<file path="src/assert_macros.svh">
// ----------------------------------------------------------------------------
// Assertion macros
// Shared concurrent assertion wrappers, clocked and reset-qualified.
// ----------------------------------------------------------------------------
`ifndef ASSERT_MACROS_SVH
`define ASSERT_MACROS_SVH

// Property must hold at every clock edge outside reset
`define ASSERT_CLK(lbl, clk, rstn, prop, msg) \
    lbl: assert property (@(posedge clk) disable iff (!rstn) prop) else $error(msg);

// Expression must never be true outside reset
`define ASSERT_NEVER(lbl, clk, rstn, expr, msg) \
    lbl: assert property (@(posedge clk) disable iff (!rstn) !(expr)) else $error(msg);

`endif

</file>
<file path="src/c3f_pkg.sv">
// ----------------------------------------------------------------------------
// c3f_pkg
// Types and constants shared by the 3x3 convolution filter.
// ----------------------------------------------------------------------------
package c3f_pkg;

    localparam int PIX_W   = 8;
    localparam int COL_W   = 3 * PIX_W;
    localparam int COEFF_W = 6;
    localparam int KERN_W  = 54;
    localparam int DIV_W   = 10;
    localparam int SUM_W   = 18;
    localparam int PROD_W  = PIX_W + COEFF_W;
    localparam int TAP_W   = 4;
    localparam int CNT_W   = 5;
    localparam int APB_AW  = 4;
    localparam int APB_DW  = 64;

    localparam logic [KERN_W-1:0] KERNEL_RESET  = 54'd285942833483841;
    localparam logic [DIV_W-1:0]  DIVISOR_RESET = 10'd9;

    localparam logic [TAP_W-1:0] LAST_TAP      = 4'd8;
    localparam logic [CNT_W-1:0] LAST_DIV_STEP = 5'd17;

    // register index, taken from paddr[3]
    localparam logic REG_KERNEL  = 1'b0;
    localparam logic REG_DIVISOR = 1'b1;

    typedef struct packed {
        logic [PIX_W-1:0] above_pix;
        logic [PIX_W-1:0] centre_pix;
        logic [PIX_W-1:0] below_pix;
        logic             row_start;
        logic             row_end;
    } t_col_item;

    typedef struct packed {
        logic [PIX_W-1:0] filtered_pix;
        logic             row_last;
    } t_res_item;

    typedef struct packed {
        logic             load;
        logic             load_end;
        logic             clr_acc;
        logic             mac;
        logic [TAP_W-1:0] tap;
        logic             div_init;
        logic             div_step;
        logic             push;
    } t_dp_cmd;

    typedef struct packed {
        logic pend_mid;
        logic pend_end;
        logic out_free;
    } t_dp_status;

endpackage

</file>
<file path="src/c3f_if.sv">
// ----------------------------------------------------------------------------
// c3f_if
// Valid/ready channels for pixel columns in and filtered pixels out.
// ----------------------------------------------------------------------------
interface c3f_col_if;
    import c3f_pkg::*;

    logic      valid;
    logic      ready;
    t_col_item data;

    modport source (output valid, output data, input ready);
    modport sink   (input valid, input data, output ready);
endinterface

interface c3f_res_if;
    import c3f_pkg::*;

    logic      valid;
    logic      ready;
    t_res_item data;

    modport source (output valid, output data, input ready);
    modport sink   (input valid, input data, output ready);
endinterface

</file>
<file path="src/c3f_dp.sv">
// ----------------------------------------------------------------------------
// c3f_dp
// Column window, multiply-accumulate, restoring divider and output register.
// ----------------------------------------------------------------------------
module c3f_dp (
    input  logic                         i_clk,
    input  logic                         i_rst_n,
    input  c3f_pkg::t_col_item           i_col,
    input  c3f_pkg::t_dp_cmd             i_cmd,
    input  logic [c3f_pkg::KERN_W-1:0]   i_kernel_coeffs,
    input  logic [c3f_pkg::DIV_W-1:0]    i_divisor,
    input  logic                         i_out_ready,
    output logic                         o_out_valid,
    output c3f_pkg::t_res_item           o_res,
    output c3f_pkg::t_dp_status          o_status
);
    import c3f_pkg::*;

    logic [COL_W-1:0]   r_left;
    logic [COL_W-1:0]   r_mid;
    logic               r_mid_vld;
    logic               r_pend_mid;
    logic               r_pend_end;
    logic               r_out_valid;

    logic [COL_W-1:0]   r_win [3];
    logic               r_last;
    logic [SUM_W-1:0]   r_acc;
    logic [DIV_W-1:0]   r_rem;
    logic [SUM_W-1:0]   r_quo;
    t_res_item          r_res;

    logic [COL_W-1:0]   w_col;
    logic               w_eff_vld;
    logic [1:0]         w_tap_row;
    logic [1:0]         w_tap_col;
    logic [COL_W-1:0]   w_sel_col;
    logic [PIX_W-1:0]   w_pix;
    logic [COEFF_W-1:0] w_coeff;
    logic [PROD_W-1:0]  w_prod;
    logic [DIV_W:0]     w_trial;
    logic [DIV_W:0]     w_diff;
    logic               w_ge;

    assign w_col     = {i_col.above_pix, i_col.centre_pix, i_col.below_pix};
    assign w_eff_vld = r_mid_vld && !i_col.row_start;

    always_comb begin
        case (i_cmd.tap)
            4'd0, 4'd1, 4'd2: w_tap_row = 2'd0;
            4'd3, 4'd4, 4'd5: w_tap_row = 2'd1;
            default:          w_tap_row = 2'd2;
        endcase
        case (i_cmd.tap)
            4'd0, 4'd3, 4'd6: w_tap_col = 2'd0;
            4'd1, 4'd4, 4'd7: w_tap_col = 2'd1;
            default:          w_tap_col = 2'd2;
        endcase
    end

    always_comb begin
        case (w_tap_col)
            2'd0:    w_sel_col = r_win[0];
            2'd1:    w_sel_col = r_win[1];
            default: w_sel_col = r_win[2];
        endcase
        case (w_tap_row)
            2'd0:    w_pix = w_sel_col[3*PIX_W-1:2*PIX_W];
            2'd1:    w_pix = w_sel_col[2*PIX_W-1:PIX_W];
            default: w_pix = w_sel_col[PIX_W-1:0];
        endcase
    end

    assign w_coeff = i_kernel_coeffs[i_cmd.tap*COEFF_W +: COEFF_W];
    assign w_prod  = PROD_W'(w_pix) * PROD_W'(w_coeff);

    assign w_trial = {r_rem, r_quo[SUM_W-1]};
    assign w_ge    = w_trial >= {1'b0, i_divisor};
    assign w_diff  = w_trial - {1'b0, i_divisor};

    always_ff @(posedge i_clk) begin
        if (!i_rst_n) begin
            r_left      <= '0;
            r_mid       <= '0;
            r_mid_vld   <= 1'b0;
            r_pend_mid  <= 1'b0;
            r_pend_end  <= 1'b0;
            r_out_valid <= 1'b0;
        end else begin
            if (i_cmd.load) begin
                r_pend_mid <= w_eff_vld;
                r_pend_end <= i_col.row_end;
                r_left     <= w_eff_vld ? r_mid : '0;
                r_mid      <= w_col;
                r_mid_vld  <= 1'b1;
            end
            if (i_cmd.load_end) begin
                r_pend_end <= 1'b0;
                r_left     <= '0;
                r_mid      <= '0;
                r_mid_vld  <= 1'b0;
            end
            if (i_cmd.push) begin
                r_pend_mid  <= 1'b0;
                r_out_valid <= 1'b1;
            end else if (i_out_ready) begin
                r_out_valid <= 1'b0;
            end
        end
    end

    always_ff @(posedge i_clk) begin
        if (i_cmd.load) begin
            r_win[0] <= r_left;
            r_win[1] <= r_mid;
            r_win[2] <= w_col;
            r_last   <= 1'b0;
        end else if (i_cmd.load_end) begin
            r_win[0] <= r_left;
            r_win[1] <= r_mid;
            r_win[2] <= '0;
            r_last   <= 1'b1;
        end
        if (i_cmd.clr_acc) begin
            r_acc <= '0;
        end else if (i_cmd.mac) begin
            r_acc <= r_acc + SUM_W'(w_prod);
        end
        if (i_cmd.div_init) begin
            r_quo <= r_acc;
            r_rem <= '0;
        end else if (i_cmd.div_step) begin
            r_quo <= {r_quo[SUM_W-2:0], w_ge};
            r_rem <= w_ge ? w_diff[DIV_W-1:0] : w_trial[DIV_W-1:0];
        end
        if (i_cmd.push) begin
            r_res.filtered_pix <= r_quo[PIX_W-1:0];
            r_res.row_last     <= r_last;
        end
    end

    assign o_out_valid       = r_out_valid;
    assign o_res             = r_res;
    assign o_status.pend_mid = r_pend_mid;
    assign o_status.pend_end = r_pend_end;
    assign o_status.out_free = !r_out_valid || i_out_ready;

endmodule

</file>
<file path="src/c3f_ctrl.sv">
// ----------------------------------------------------------------------------
// c3f_ctrl
// Sequencer: takes a column, then runs MAC and divide for each result.
// ----------------------------------------------------------------------------
module c3f_ctrl (
    input  logic                i_clk,
    input  logic                i_rst_n,
    input  logic                i_in_valid,
    output logic                o_in_ready,
    input  c3f_pkg::t_dp_status i_status,
    output c3f_pkg::t_dp_cmd    o_cmd
);
    import c3f_pkg::*;

    typedef enum logic [2:0] {
        S_IDLE,
        S_SEL,
        S_MAC,
        S_DIVI,
        S_DIV,
        S_PUSH
    } t_state;

    t_state           r_state;
    logic [CNT_W-1:0] r_cnt;
    logic             w_job;

    assign w_job = i_status.pend_mid || i_status.pend_end;

    always_comb begin
        o_cmd      = '0;
        o_cmd.tap  = r_cnt[TAP_W-1:0];
        o_in_ready = 1'b0;
        case (r_state)
            S_IDLE: begin
                o_in_ready = 1'b1;
                o_cmd.load = i_in_valid;
            end
            S_SEL: begin
                o_cmd.load_end = !i_status.pend_mid && i_status.pend_end;
                o_cmd.clr_acc  = w_job;
            end
            S_MAC:   o_cmd.mac      = 1'b1;
            S_DIVI:  o_cmd.div_init = 1'b1;
            S_DIV:   o_cmd.div_step = 1'b1;
            S_PUSH:  o_cmd.push     = i_status.out_free;
            default: o_cmd          = '0;
        endcase
    end

    always_ff @(posedge i_clk) begin
        if (!i_rst_n) begin
            r_state <= S_IDLE;
            r_cnt   <= '0;
        end else begin
            case (r_state)
                S_IDLE: begin
                    if (i_in_valid) begin
                        r_state <= S_SEL;
                    end
                end
                S_SEL: begin
                    r_cnt   <= '0;
                    r_state <= w_job ? S_MAC : S_IDLE;
                end
                S_MAC: begin
                    if (r_cnt[TAP_W-1:0] == LAST_TAP) begin
                        r_state <= S_DIVI;
                    end else begin
                        r_cnt <= r_cnt + 1'b1;
                    end
                end
                S_DIVI: begin
                    r_cnt   <= '0;
                    r_state <= S_DIV;
                end
                S_DIV: begin
                    if (r_cnt == LAST_DIV_STEP) begin
                        r_state <= S_PUSH;
                    end else begin
                        r_cnt <= r_cnt + 1'b1;
                    end
                end
                S_PUSH: begin
                    if (i_status.out_free) begin
                        r_state <= S_SEL;
                    end
                end
                default: r_state <= S_IDLE;
            endcase
        end
    end

endmodule

</file>
<file path="src/conv3x3_filter.sv">
// ----------------------------------------------------------------------------
// conv3x3_filter
// 3x3 convolution of an 8-bit plane, one pixel column per item, with
// configurable kernel and truncating divisor.
//
//   channel  | dir | handshake      | payload
//   i_col    | in  | valid / ready  | above, centre, below pixel, row flags
//   o_res    | out | valid / ready  | filtered pixel, last-of-row flag
//   APB      | in  | psel / penable | kernel coeffs (0x0), divisor (0x8)
//
// Each result runs 9 MAC taps on the shared multiplier, 18 restoring
// divide steps on the one-bit-per-cycle divider and the SEL, DIVI and
// PUSH control states; an item yields 0, 1 or 2 results.
// Synchronous active-low reset; kernel resets to a box blur, divisor to 9.
// A stalled output holds its item; the next column is taken meanwhile.
// ----------------------------------------------------------------------------
`include "assert_macros.svh"

module conv3x3_filter (
    input  logic                          i_clk,
    input  logic                          i_rst_n,
    c3f_col_if.sink                       i_col,
    c3f_res_if.source                     o_res,
    input  logic                          psel,
    input  logic                          penable,
    input  logic                          pwrite,
    input  logic [c3f_pkg::APB_AW-1:0]    paddr,
    input  logic [c3f_pkg::APB_DW-1:0]    pwdata,
    output logic [c3f_pkg::APB_DW-1:0]    prdata,
    output logic                          pready
);
    import c3f_pkg::*;

    logic [KERN_W-1:0] r_kernel;
    logic [DIV_W-1:0]  r_divisor;
    logic              w_wr;
    t_dp_cmd           w_cmd;
    t_dp_status        w_status;

    assign pready = 1'b1;
    assign w_wr   = psel && penable && pwrite;

    always_ff @(posedge i_clk) begin
        if (!i_rst_n) begin
            r_kernel  <= KERNEL_RESET;
            r_divisor <= DIVISOR_RESET;
        end else if (w_wr) begin
            if (paddr[3] == REG_KERNEL) begin
                r_kernel <= pwdata[KERN_W-1:0];
            end else begin
                r_divisor <= pwdata[DIV_W-1:0];
            end
        end
    end

    assign prdata = (paddr[3] == REG_DIVISOR) ? APB_DW'(r_divisor) : APB_DW'(r_kernel);

    c3f_ctrl u_ctrl (
        .i_clk      (i_clk),
        .i_rst_n    (i_rst_n),
        .i_in_valid (i_col.valid),
        .o_in_ready (i_col.ready),
        .i_status   (w_status),
        .o_cmd      (w_cmd)
    );

    c3f_dp u_dp (
        .i_clk           (i_clk),
        .i_rst_n         (i_rst_n),
        .i_col           (i_col.data),
        .i_cmd           (w_cmd),
        .i_kernel_coeffs (r_kernel),
        .i_divisor       (r_divisor),
        .i_out_ready     (o_res.ready),
        .o_out_valid     (o_res.valid),
        .o_res           (o_res.data),
        .o_status        (w_status)
    );

    `ASSERT_CLK(a_push_room, i_clk, i_rst_n, w_cmd.push |-> (!o_res.valid || o_res.ready), "result pushed over a held item")
    `ASSERT_CLK(a_busy_after_take, i_clk, i_rst_n, (i_col.valid && i_col.ready) |=> !i_col.ready, "column taken while busy")
    `ASSERT_CLK(a_cmd_excl, i_clk, i_rst_n, $onehot0({w_cmd.load, w_cmd.load_end, w_cmd.mac, w_cmd.div_init, w_cmd.div_step, w_cmd.push}), "datapath commands overlap")
    `ASSERT_CLK(a_end_clears, i_clk, i_rst_n, w_cmd.load_end |=> !w_status.pend_end, "row end result not retired")

endmodule
</file>
<file path="src/flat_wrapper.sv">
// flat-port wrapper written by rule: the top's interface ports become plain ports
module conv3x3_filter_flat import c3f_pkg::*;
  (i_clk, i_rst_n, psel, penable, pwrite, paddr, pwdata, prdata, pready, i_col_valid, i_col_data, i_col_ready, o_res_valid, o_res_data, o_res_ready);
  c3f_col_if i_col_i ();
  c3f_res_if o_res_i ();
  input  logic i_clk;
  input  logic i_rst_n;
  input  logic psel;
  input  logic penable;
  input  logic pwrite;
  input  logic [c3f_pkg::APB_AW-1:0] paddr;
  input  logic [c3f_pkg::APB_DW-1:0] pwdata;
  output logic [c3f_pkg::APB_DW-1:0] prdata;
  output logic pready;
  input wire logic [$bits(i_col_i.valid)-1:0] i_col_valid;
  input wire logic [$bits(i_col_i.data)-1:0] i_col_data;
  output wire logic [$bits(i_col_i.ready)-1:0] i_col_ready;
  output wire logic [$bits(o_res_i.valid)-1:0] o_res_valid;
  output wire logic [$bits(o_res_i.data)-1:0] o_res_data;
  input wire logic [$bits(o_res_i.ready)-1:0] o_res_ready;
  assign i_col_i.valid = i_col_valid;
  assign i_col_i.data = i_col_data;
  assign i_col_ready = i_col_i.ready;
  assign o_res_valid = o_res_i.valid;
  assign o_res_data = o_res_i.data;
  assign o_res_i.ready = o_res_ready;
  conv3x3_filter u_core (.i_clk(i_clk), .i_rst_n(i_rst_n), .i_col(i_col_i), .o_res(o_res_i), .psel(psel), .penable(penable), .pwrite(pwrite), .paddr(paddr), .pwdata(pwdata), .prdata(prdata), .pready(pready));
endmodule
</file>
<file path="config.mk">
export PLATFORM = sky130hd
export DESIGN_NAME = conv3x3_filter_flat
export DESIGN_NICKNAME = d
export VERILOG_FILES = /design/src/c3f_pkg.sv /design/src/c3f_if.sv /design/src/c3f_dp.sv /design/src/c3f_ctrl.sv /design/src/conv3x3_filter.sv /design/src/flat_wrapper.sv
export VERILOG_INCLUDE_DIRS = /design/src /design/src/src
export SDC_FILE = /design/constraint.sdc
export NUM_CORES = 1
export LEC_CHECK = 0
export BUFFER_PORTS_ARGS = -buffer_cell sky130_fd_sc_hd__buf_2
export CAP_MARGIN = 20
export CORE_ASPECT_RATIO = 0.8
export CORE_MARGIN = 3
export CORE_UTILIZATION = 40
export CTS_CLUSTER_DIAMETER = 50
export DETAILED_ROUTE_END_ITERATION = 10
export SLEW_MARGIN = 20
export SYNTH_ARGS = -nofsm -noshare
export SYNTH_HDL_FRONTEND = slang
export SYNTH_SLANG_ARGS = --single-unit
</file>
<file path="constraint.sdc">
create_clock -name i_clk -period 7.3 [get_ports i_clk]
set_input_delay 1.825 -clock i_clk [delete_from_list [all_inputs] [get_ports i_clk]]
set_output_delay 1.825 -clock i_clk [all_outputs]
set_load 0.005 [all_outputs]
</file>
Yosys cells after proc, flatten, opt, wreduce, memory -nomap -nowiden:

Memories as Yosys holds them, arrays and structs flattened.
Index checks and enable logic that the tools add are counted.

* add/sub/neg operators: 3
* multiply operators: 2
* divide/modulo/power cells: 0
* order comparisons: 1
* eq/ne operators: 22
* shift-type cells: 1
* mux-type cells: 36
* bitwise logic cells: 5
* reduce and logical (&&, ||, !) cells: 28

Operator list (number)
* 2-to-1 mux 24 bit: 4
* 2-to-1 mux 54 bit: 1
* indexed part select 54 x 8 -> 6 bit: 1
* case mux 24 bit (2 select lines): 1
* 2-to-1 mux 18 bit: 2
* adder 18 x 14 -> 18 bit: 1
* case mux 3 bit (6 select lines): 1
* == test 4 x 3 -> 1 bit (second input constant): 4
* case mux 8 bit (2 select lines): 1
* case mux 5 bit (3 select lines): 1
* multiplier 8 x 6 -> 14 bit: 1
* 2-to-1 mux 1 bit: 13
* 2-to-1 mux 3 bit: 4
* inequality test 2 bit (second input constant): 6
* OR reduction 3 bit: 4
* greater-or-equal comparator 11 x 10 -> 1 bit: 1
* 2-to-1 mux 10 bit: 1
* 2-to-1 mux 5 bit: 2
* subtractor 10 bit: 1
* == test 4 x 2 -> 1 bit (second input constant): 2
* case mux 2 bit (2 select lines): 2
* == test 3 x 2 -> 1 bit (second input constant): 2
* == test 3 bit (second input constant): 2
* multiplier 4 x 2 -> 6 bit (second input constant): 1
* 23 further kinds: 39

* bits in registers: 180
* bits in latches: 0
* bits in writable memories: 72
* ROM bits: 0
* input port bits: 101
* output and inout bits: 76
* word-level logic and storage cells: 115
* memories: 1

Memories
* u_core.u_dp.r_win: words 3, width 24, rd ports 3, clocked after Yosys merged registers in 0, wr ports 3, RTL line c3f_dp.sv:26 `logic [COL_W-1:0] r_win [3];`

Depth between registers and ports, before layout:

Gate-level depths: netlist of the first run.

* depth after elaboration: 11
* mapped depth: 24
* gate-level depth less buffers: 21

By module:

A second synthesis of the first run with hierarchy kept.

* cell total of the unflattened synthesis: 1308
* area, all modules: 13674.4 µm²

Modules (own cells, without submodules)
* c3f_dp: instances 1, cells each 895, area each 9989.6 µm², seq. area each 4594.4 µm²
* conv3x3_filter: instances 1, cells each 343, area each 3126.7 µm², seq. area each 1281.2 µm²
* c3f_ctrl: instances 1, cells each 70, area each 558.0 µm², seq. area each 160.2 µm²

Worst setup path before layout of the first run:

Ideal clock, no wire load.

* path type: reg2reg
* start point: register u_core.u_ctrl.r_cnt[1]
* end point: register u_core.u_dp.r_acc[17]
* setup time: 0.074 ns
* arrival: 5.463 ns
* required time: 7.226 ns
* slack: 1.763 ns
* stages on the path, launching flop included: 24
* path buffers: 3
* clock period less this slack: 5.537 ns
* path through: dfxtp_1 > buf_6 > nand2b_2 > buf_6 > a221oi_4 > buf_6 > a32oi_1 > a21oi_1 > and4b_4 > or2_1 > fa_1 > fa_1 > inv_1 > fa_1 > inv_1 > fa_1 > inv_1 > ha_1 > o211ai_1 > o21ai_1 > o2111a_1 > nor3_1 > or4_1 > o21ai_0

* cells in the longest elaborated chain, start to end: 9
* elaborated cells between the ends (all ways): 25
* those cells by class: 1 x add/sub; 2 x mul; 9 x eq/ne; 1 x shift; 5 x mux; 7 x reduce/logical

Ends and longest elaborated chain
* start, declared: RTL line c3f_ctrl.sv:25 `logic [CNT_W-1:0] r_cnt;`
* start signal, assigned: RTL line c3f_ctrl.sv:70 `r_cnt <= r_cnt + 1'b1;`
* start signal, assigned: RTL line c3f_ctrl.sv:81 `r_cnt <= r_cnt + 1'b1;`
* 2-to-1 mux 4 bit *: RTL line c3f_ctrl.sv:34 `case (r_state)`
* parallel branches: the longest is 6 deep, another holds multiplier 4 x 2 -> 6 bit
* multiplier 8 x 6 -> 14 bit *: RTL line c3f_dp.sv:75 `assign w_prod = PROD_W'(w_pix) * PROD_W'(w_coeff);`
* adder 18 x 14 -> 18 bit *: RTL line c3f_dp.sv:127 `r_acc <= r_acc + SUM_W'(w_prod);`
* end signal, assigned: RTL line c3f_dp.sv:127
* end, declared: RTL line c3f_dp.sv:28 `logic [SUM_W-1:0] r_acc;`

Mark *: on every way between the ends.
A chain may end at the register's enable or synchronous reset.

Worst setup path after layout of the first run:

* start point: register u_core.u_ctrl.r_cnt[1]
* end point: register u_core.u_dp.r_acc[13]

The elaborated chain is that of the path after synthesis.

==> run metrics, run 1 <==
Pleak=6.242 nW; Peak Freq=0.1539 GHz; vias in the first global route=9,504; post-CTS setup buffers=0; Post-DP Area=0.01424 sq mm; synth unique cells=73; DIE WIDTH=209.0 um; Worst slew margin=0.4062; Final Skew=0.02048 ns; Core Util, Final=0.4785; CP Capture Type=register; core area=0.03193 sq mm; final max-slew violation count=0; Clock transition at path regs=0.06 ns; EDFF count, synth=99; synthesized cell area=0.01319 sq mm; Syn Inst Count=1,408; final hold slack=0.4263 ns; htree depth=1; Sink Count=252; Tcrit/Tclk final=0.8901; NumNets Final=1,713; largest net degree at the start of global routing=71; Layout Cells excl Fill=1,975; final setup vio count=0; CTS tree=yes; Num CTS Buffers=29; number of cell rows=58; worst-path fanout max=18; gpl congestion=0.8375; flops & latches, synth=252; final cell area excluding filler cells=0.01528 sq mm; first-pass GRT wire length=51.78 mm; 1st-iter DRT viols=587; initial core utilization=0.4129; die span in y=168.4 um; HPWL after DPL=23.22 mm; R2R Setup Slk=0.80 ns; commonest cells after routing, fill and taps aside=nand2_1, dfxtp_1, buf_2; Longest Clk Path Bufs=3; Max VDD drop=0.1627 mV; fraction of registers with async set/reset=0; Max-Cap Viols=0; ys flop type=dfxtp_1; Hold WC Path Type=register to register; Final Hold Vio Count=0; WL final=32.68 mm; RSZ-0062 raised after global routing=no; startpoint class of the critical path=register; Port Buffers=152; initial antenna violation count=0; CP Data Required Time=7.70 ns; Synth area leaders=dfxtp_1, edfxtp_1, nand2_1; crit path DAT=6.90 ns; top-area cell type share of the netlist area=0.2323; number of I/O pins=177; commonest non-fill, non-tap cell in the layout=nand2_1; Worst-Skew Late Latency=0.56 ns; DRT antenna net count=0; Synth area leader=dfxtp_1; WS Path Type=register to register; CTS resizes=0; DRC=0; drt wl/cell=16.55 um; Die Area=0.03519 sq mm; vias per cell=5.049; Slew @ Worst Pin=0.8874 ns; total gr overflow=0; via count=9,972; P per Cell Area=293.1 mW/mm^2; root buffer cell=clkbuf_16; P&R area growth vs syn=15.88%; Post-Place Cells=1,920; # fillers=3,132; Post-CTS Hold Buffers=0; Total Routing Usage GR=0.1798; Yosys warnings=0; average size of a mapped cell=9.364 sq um; fin crit period=6.498 ns; status=finished, final reports clean; post-synthesis sequential area ratio=0.4578; Fin Setup TNS=0 ns; layout cells sized above 1=0.1699; 1st-pass router iterations=5
## critical path, cell delays in order (launching register included)
cell	delay, ns
dfxtp_1	0.48
buf_4	0.33
or2b_4	0.30
a221oi_4	0.55
buf_4	0.25
nand2b_1	0.06
o2111ai_1	0.16
and4b_1	0.41
nor2_1	0.11
fa_1	0.52
fa_1	0.44
fa_1	0.54
inv_1	0.05
fa_1	0.49
inv_1	0.04
ha_1	0.35
a21oi_1	0.15
o21ai_1	0.15
o2111a_1	0.28
nor3_1	0.37
xor2_1	0.21
o22ai_1	0.09
## cell usage after synthesis (4+ instances only)
library cell / instances
a211oi_1: 6
a21boi_0: 56
a21o_1: 5
a21oi_1: 74
a221o_1: 5
a22oi_1: 32
a31oi_1: 5
a32oi_1: 8
and2_1: 27
and4b_4: 5
buf_1: 6
buf_2: 11
buf_4: 13
buf_6: 6
clkbuf_1: 49
dfxtp_1: 153
edfxtp_1: 99
fa_1: 37
ha_1: 44
inv_1: 87
mux2_2: 19
mux2i_1: 17
nand2_1: 274
nand2b_1: 19
nand2b_2: 4
nand3_1: 16
nand4_1: 9
nor2_1: 111
nor2b_1: 48
nor3_1: 8
o2111ai_1: 8
o211ai_1: 5
o21a_1: 5
o21ai_0: 33
o21ai_1: 6
o22ai_1: 12
o31ai_1: 4
or2_1: 16
xnor2_1: 10
xor2_1: 9
## area by class of cell
| class | instances | area [sq um] | area share |
|---|---|---|---|
| Inverter | 87 | 326.6 | 0.02137 |
| Sequential cell | 252 | 6036 | 0.3951 |
| Tap cell | 420 | 525.5 | 0.03440 |
| Timing Repair Buffer | 169 | 908.4 | 0.05945 |
| Multi-Input combinational cell | 992 | 6440 | 0.4215 |
| Antenna cell | 1 | 2.502 | 0.0001638 |
| Clock buffer | 37 | 785.8 | 0.05143 |
| Clock inverter | 17 | 254.0 | 0.01662 |
## sequential cells by signal, indices dropped and copies added, names as in the netlist
register                 cells
u_core.u_ctrl.r_state        3
u_core.u_dp.o_out_valid      1
u_core.u_dp.o_res            9
u_core.r_kernel             54
u_core.u_dp.r_pend_end       1
u_core.u_dp.r_win           72
u_core.u_dp.r_acc           18
u_core.r_divisor            10
u_core.u_dp.r_rem           10
u_core.u_dp.r_left          24
u_core.u_dp.r_pend_mid       1
u_core.u_dp.r_mid_vld        1
u_core.u_dp.r_quo           18
u_core.u_dp.r_last           1
u_core.u_dp.r_mid           24
u_core.u_ctrl.r_cnt          5
## kinds of logic (layout without fill, tap and decap cells)
family	Yosys count	in the layout	synth area share
and+or+nand+nor	561	561	0.1985
AOI/OAI and AO/OA	283	283	0.1442
DFF	252	252	0.4578
buffers and inverters	173	310	0.05750
adders and majority gates	81	81	0.09793
muxes	37	37	0.03084
xor gates and xnor gates	19	19	0.01262
other	2	12	0.0005696
## report_power, final
part	switching (mW)	leakage [nW]	total, mW	internal [mW]
clock	0.604	0.504	1.55	0.950
combinational	0.747	3.54	1.27	0.522
sequential	0.0654	2.20	1.66	1.59
## per-layer routing
layer / track usage / vias to the layer above / part of all wire
li1: - / 5021 / -
met5: 0 / - / 0
met4: 0.03318 / 0 / 0.015
met2: 0.2935 / 175 / 0.47
met1: 0.2568 / 4738 / 0.47
met3: 0.02738 / 38 / 0.039
## worst paths after layout
| check | startpoint | to | depth (start not counted) |
|---|---|---|---|
| setup / recovery | u_core.u_ctrl.r_cnt[1] | u_core.u_dp.r_acc[13] | 21 |
| hold / removal | u_core.u_dp.r_left[2] | u_core.u_dp.r_win[0][2] | 0 |
| setup reg to reg | u_core.u_ctrl.r_cnt[1] | u_core.u_dp.r_acc[13] | 21 |
| hold reg to reg | u_core.u_dp.r_left[2] | u_core.u_dp.r_win[0][2] | 0 |
## through the flow
stage	setup WS, ns	total power [mW]
after CTS	0.8231	4.518
after global routing	0.3343	4.764
after global placement	0.8752	2.929
final	0.8020	4.479
after floorplan	1.763	2.682
after detailed placement	0.8628	2.953
Power figures use the tool's default switching activity.
==> run 2, diff against run 1 <==
clock period = 8.2 ns   (was 7.3 ns; I/O delays follow)
==> run 2 against run 1 <==
Net effect:
- first-iteration DRC count shrank 2.2%
- core utilization shrank 0.45 points
- cell count shrank 0.25%
- via count shrank 0.32%
- global-route usage grew 0.42 points
- power shrank 14%
- worst setup slack gained 0.85 ns
- critical endpoint is now u_core.u_dp.r_acc[17]
- largest power group unchanged
==> run metrics, run 2 (synthesized netlist as in run 1, its figures left out) <==
DRT antenna net count=0; die span in y=168.4 um; Final Skew=0.02903 ns; Tcrit/Tclk final=0.7980; drt wl/cell=16.50 um; Clock transition at path regs=0.06 ns; commonest cells after routing, fill and taps aside=nand2_1, dfxtp_1, buf_2; WS Path Type=register to register; Die Area=0.03519 sq mm; total gr overflow=0; htree depth=1; via count=9,940; Max-Cap Viols=0; Longest Clk Path Bufs=3; vias per cell=5.046; RSZ-0062 raised after global routing=no; core area=0.03193 sq mm; crit path DAT=7.02 ns; CP Data Required Time=8.67 ns; HPWL after DPL=22.68 mm; P per Cell Area=254.5 mW/mm^2; Port Buffers=152; Pleak=6.171 nW; NumNets Final=1,709; root buffer cell=clkbuf_16; final setup vio count=0; number of I/O pins=177; Top reg by flops=u_core.u_dp.r_win; Post-CTS Hold Buffers=0; 1st-iter DRT viols=574; # fillers=3,094; CTS tree=yes; CTS resizes=0; gpl congestion=0.8477; CP Capture Type=register; status=finished, final reports clean; Hold WC Path Type=register to register; initial antenna violation count=2; final max-slew violation count=0; fin crit period=6.543 ns; Worst-Skew Late Latency=0.57 ns; vias in the first global route=9,812; biggest regs=u_core.u_dp.r_win (72), u_core.r_kernel (54); WL final=32.51 mm; first-pass GRT wire length=53.07 mm; Num CTS Buffers=28; startpoint class of the critical path=register; Worst slew margin=0.3997; P&R area growth vs syn=14.79%; Core Util, Final=0.4740; Max VDD drop=0.1968 mV; worst-path fanout max=16; Peak Freq=0.1528 GHz; Final Hold Vio Count=0; max FFs per register=72; post-CTS setup buffers=0; initial core utilization=0.4129; total power=3.851 mW; commonest non-fill, non-tap cell in the layout=nand2_1; Total Routing Usage GR=0.1840; DIE WIDTH=209.0 um; 1st-pass router iterations=5; Fin Setup TNS=0 ns; number of cell rows=58; largest net degree at the start of global routing=71; Slew @ Worst Pin=0.9004 ns; DRC=0; layout cells sized above 1=0.1672; Sink Count=252
[run 2: path summary, 6_finish.rpt]
kind                                from                       end  slack, ns  cells past startpoint
setup / recovery  u_core.u_ctrl.r_cnt[2]     u_core.u_dp.r_acc[17]       1.66                     20
setup reg to reg  u_core.u_ctrl.r_cnt[2]     u_core.u_dp.r_acc[17]       1.66                     20
hold / removal    u_core.u_dp.r_left[20]  u_core.u_dp.r_win[0][20]       0.43                      0
hold reg to reg   u_core.u_dp.r_left[20]  u_core.u_dp.r_win[0][20]       0.43                      0
[run 2: worst max-delay path: stages (launching register included)]
cell and delay, ns:
dfxtp_1 0.72, nor2_4 0.15, a221oi_4 0.76, a32oi_1 0.16, a21oi_1 0.29, and4b_1 0.31, or2_1 0.25, fa_1 0.49
fa_1 0.49, inv_1 0.05, fa_1 0.52, inv_1 0.05, fa_1 0.49, inv_1 0.04, ha_1 0.35, o211ai_1 0.11
o21ai_1 0.32, o2111a_1 0.25, nor3_1 0.09, or4_1 0.47, o21ai_0 0.08
[run 2: per-layer routing]
layer,share of wire,track usage
met5,0.00040,0
met4,0.021,0.04104
met3,0.044,0.03279
met2,0.46,0.2977
met1,0.48,0.2591
[run 2: cell type report]
| class | instances | area, sq um | share of cell area |
|---|---|---|---|
| antenna | 1 | 2.502 | 0.0001653 |
| clock inverter | 18 | 191.4 | 0.01265 |
| timing repair buffer | 166 | 865.8 | 0.05720 |
| tap | 420 | 525.5 | 0.03472 |
| inverter | 87 | 326.6 | 0.02158 |
| multi-input combinational | 992 | 6445 | 0.4258 |
| sequential | 252 | 6036 | 0.3988 |
| clock buffer | 34 | 743.2 | 0.04910 |
[run 2: where the power goes]
group	switching [mW]	internal, mW	leakage [nW]	total [mW]
registers	0.0549	1.42	2.20	1.47
logic	0.661	0.464	3.52	1.12
clock network	0.536	0.720	0.449	1.26
[run 2: metrics by stage]
| step | instances | setup WS, ns | instance area, sq um | hold WS [ns] |
|---|---|---|---|---|
| floorplan | 1417 | 2.663 | 13220 | 0.4081 |
| global placement | 1917 | 1.784 | 14190 | 0.4129 |
| detailed placement | 1917 | 1.774 | 14200 | 0.4165 |
| CTS | 1969 | 1.686 | 15130 | 0.4301 |
| global route | 1970 | 1.269 | 15140 | 0.4413 |
| finish | 1970 | 1.657 | 15140 | 0.4314 |
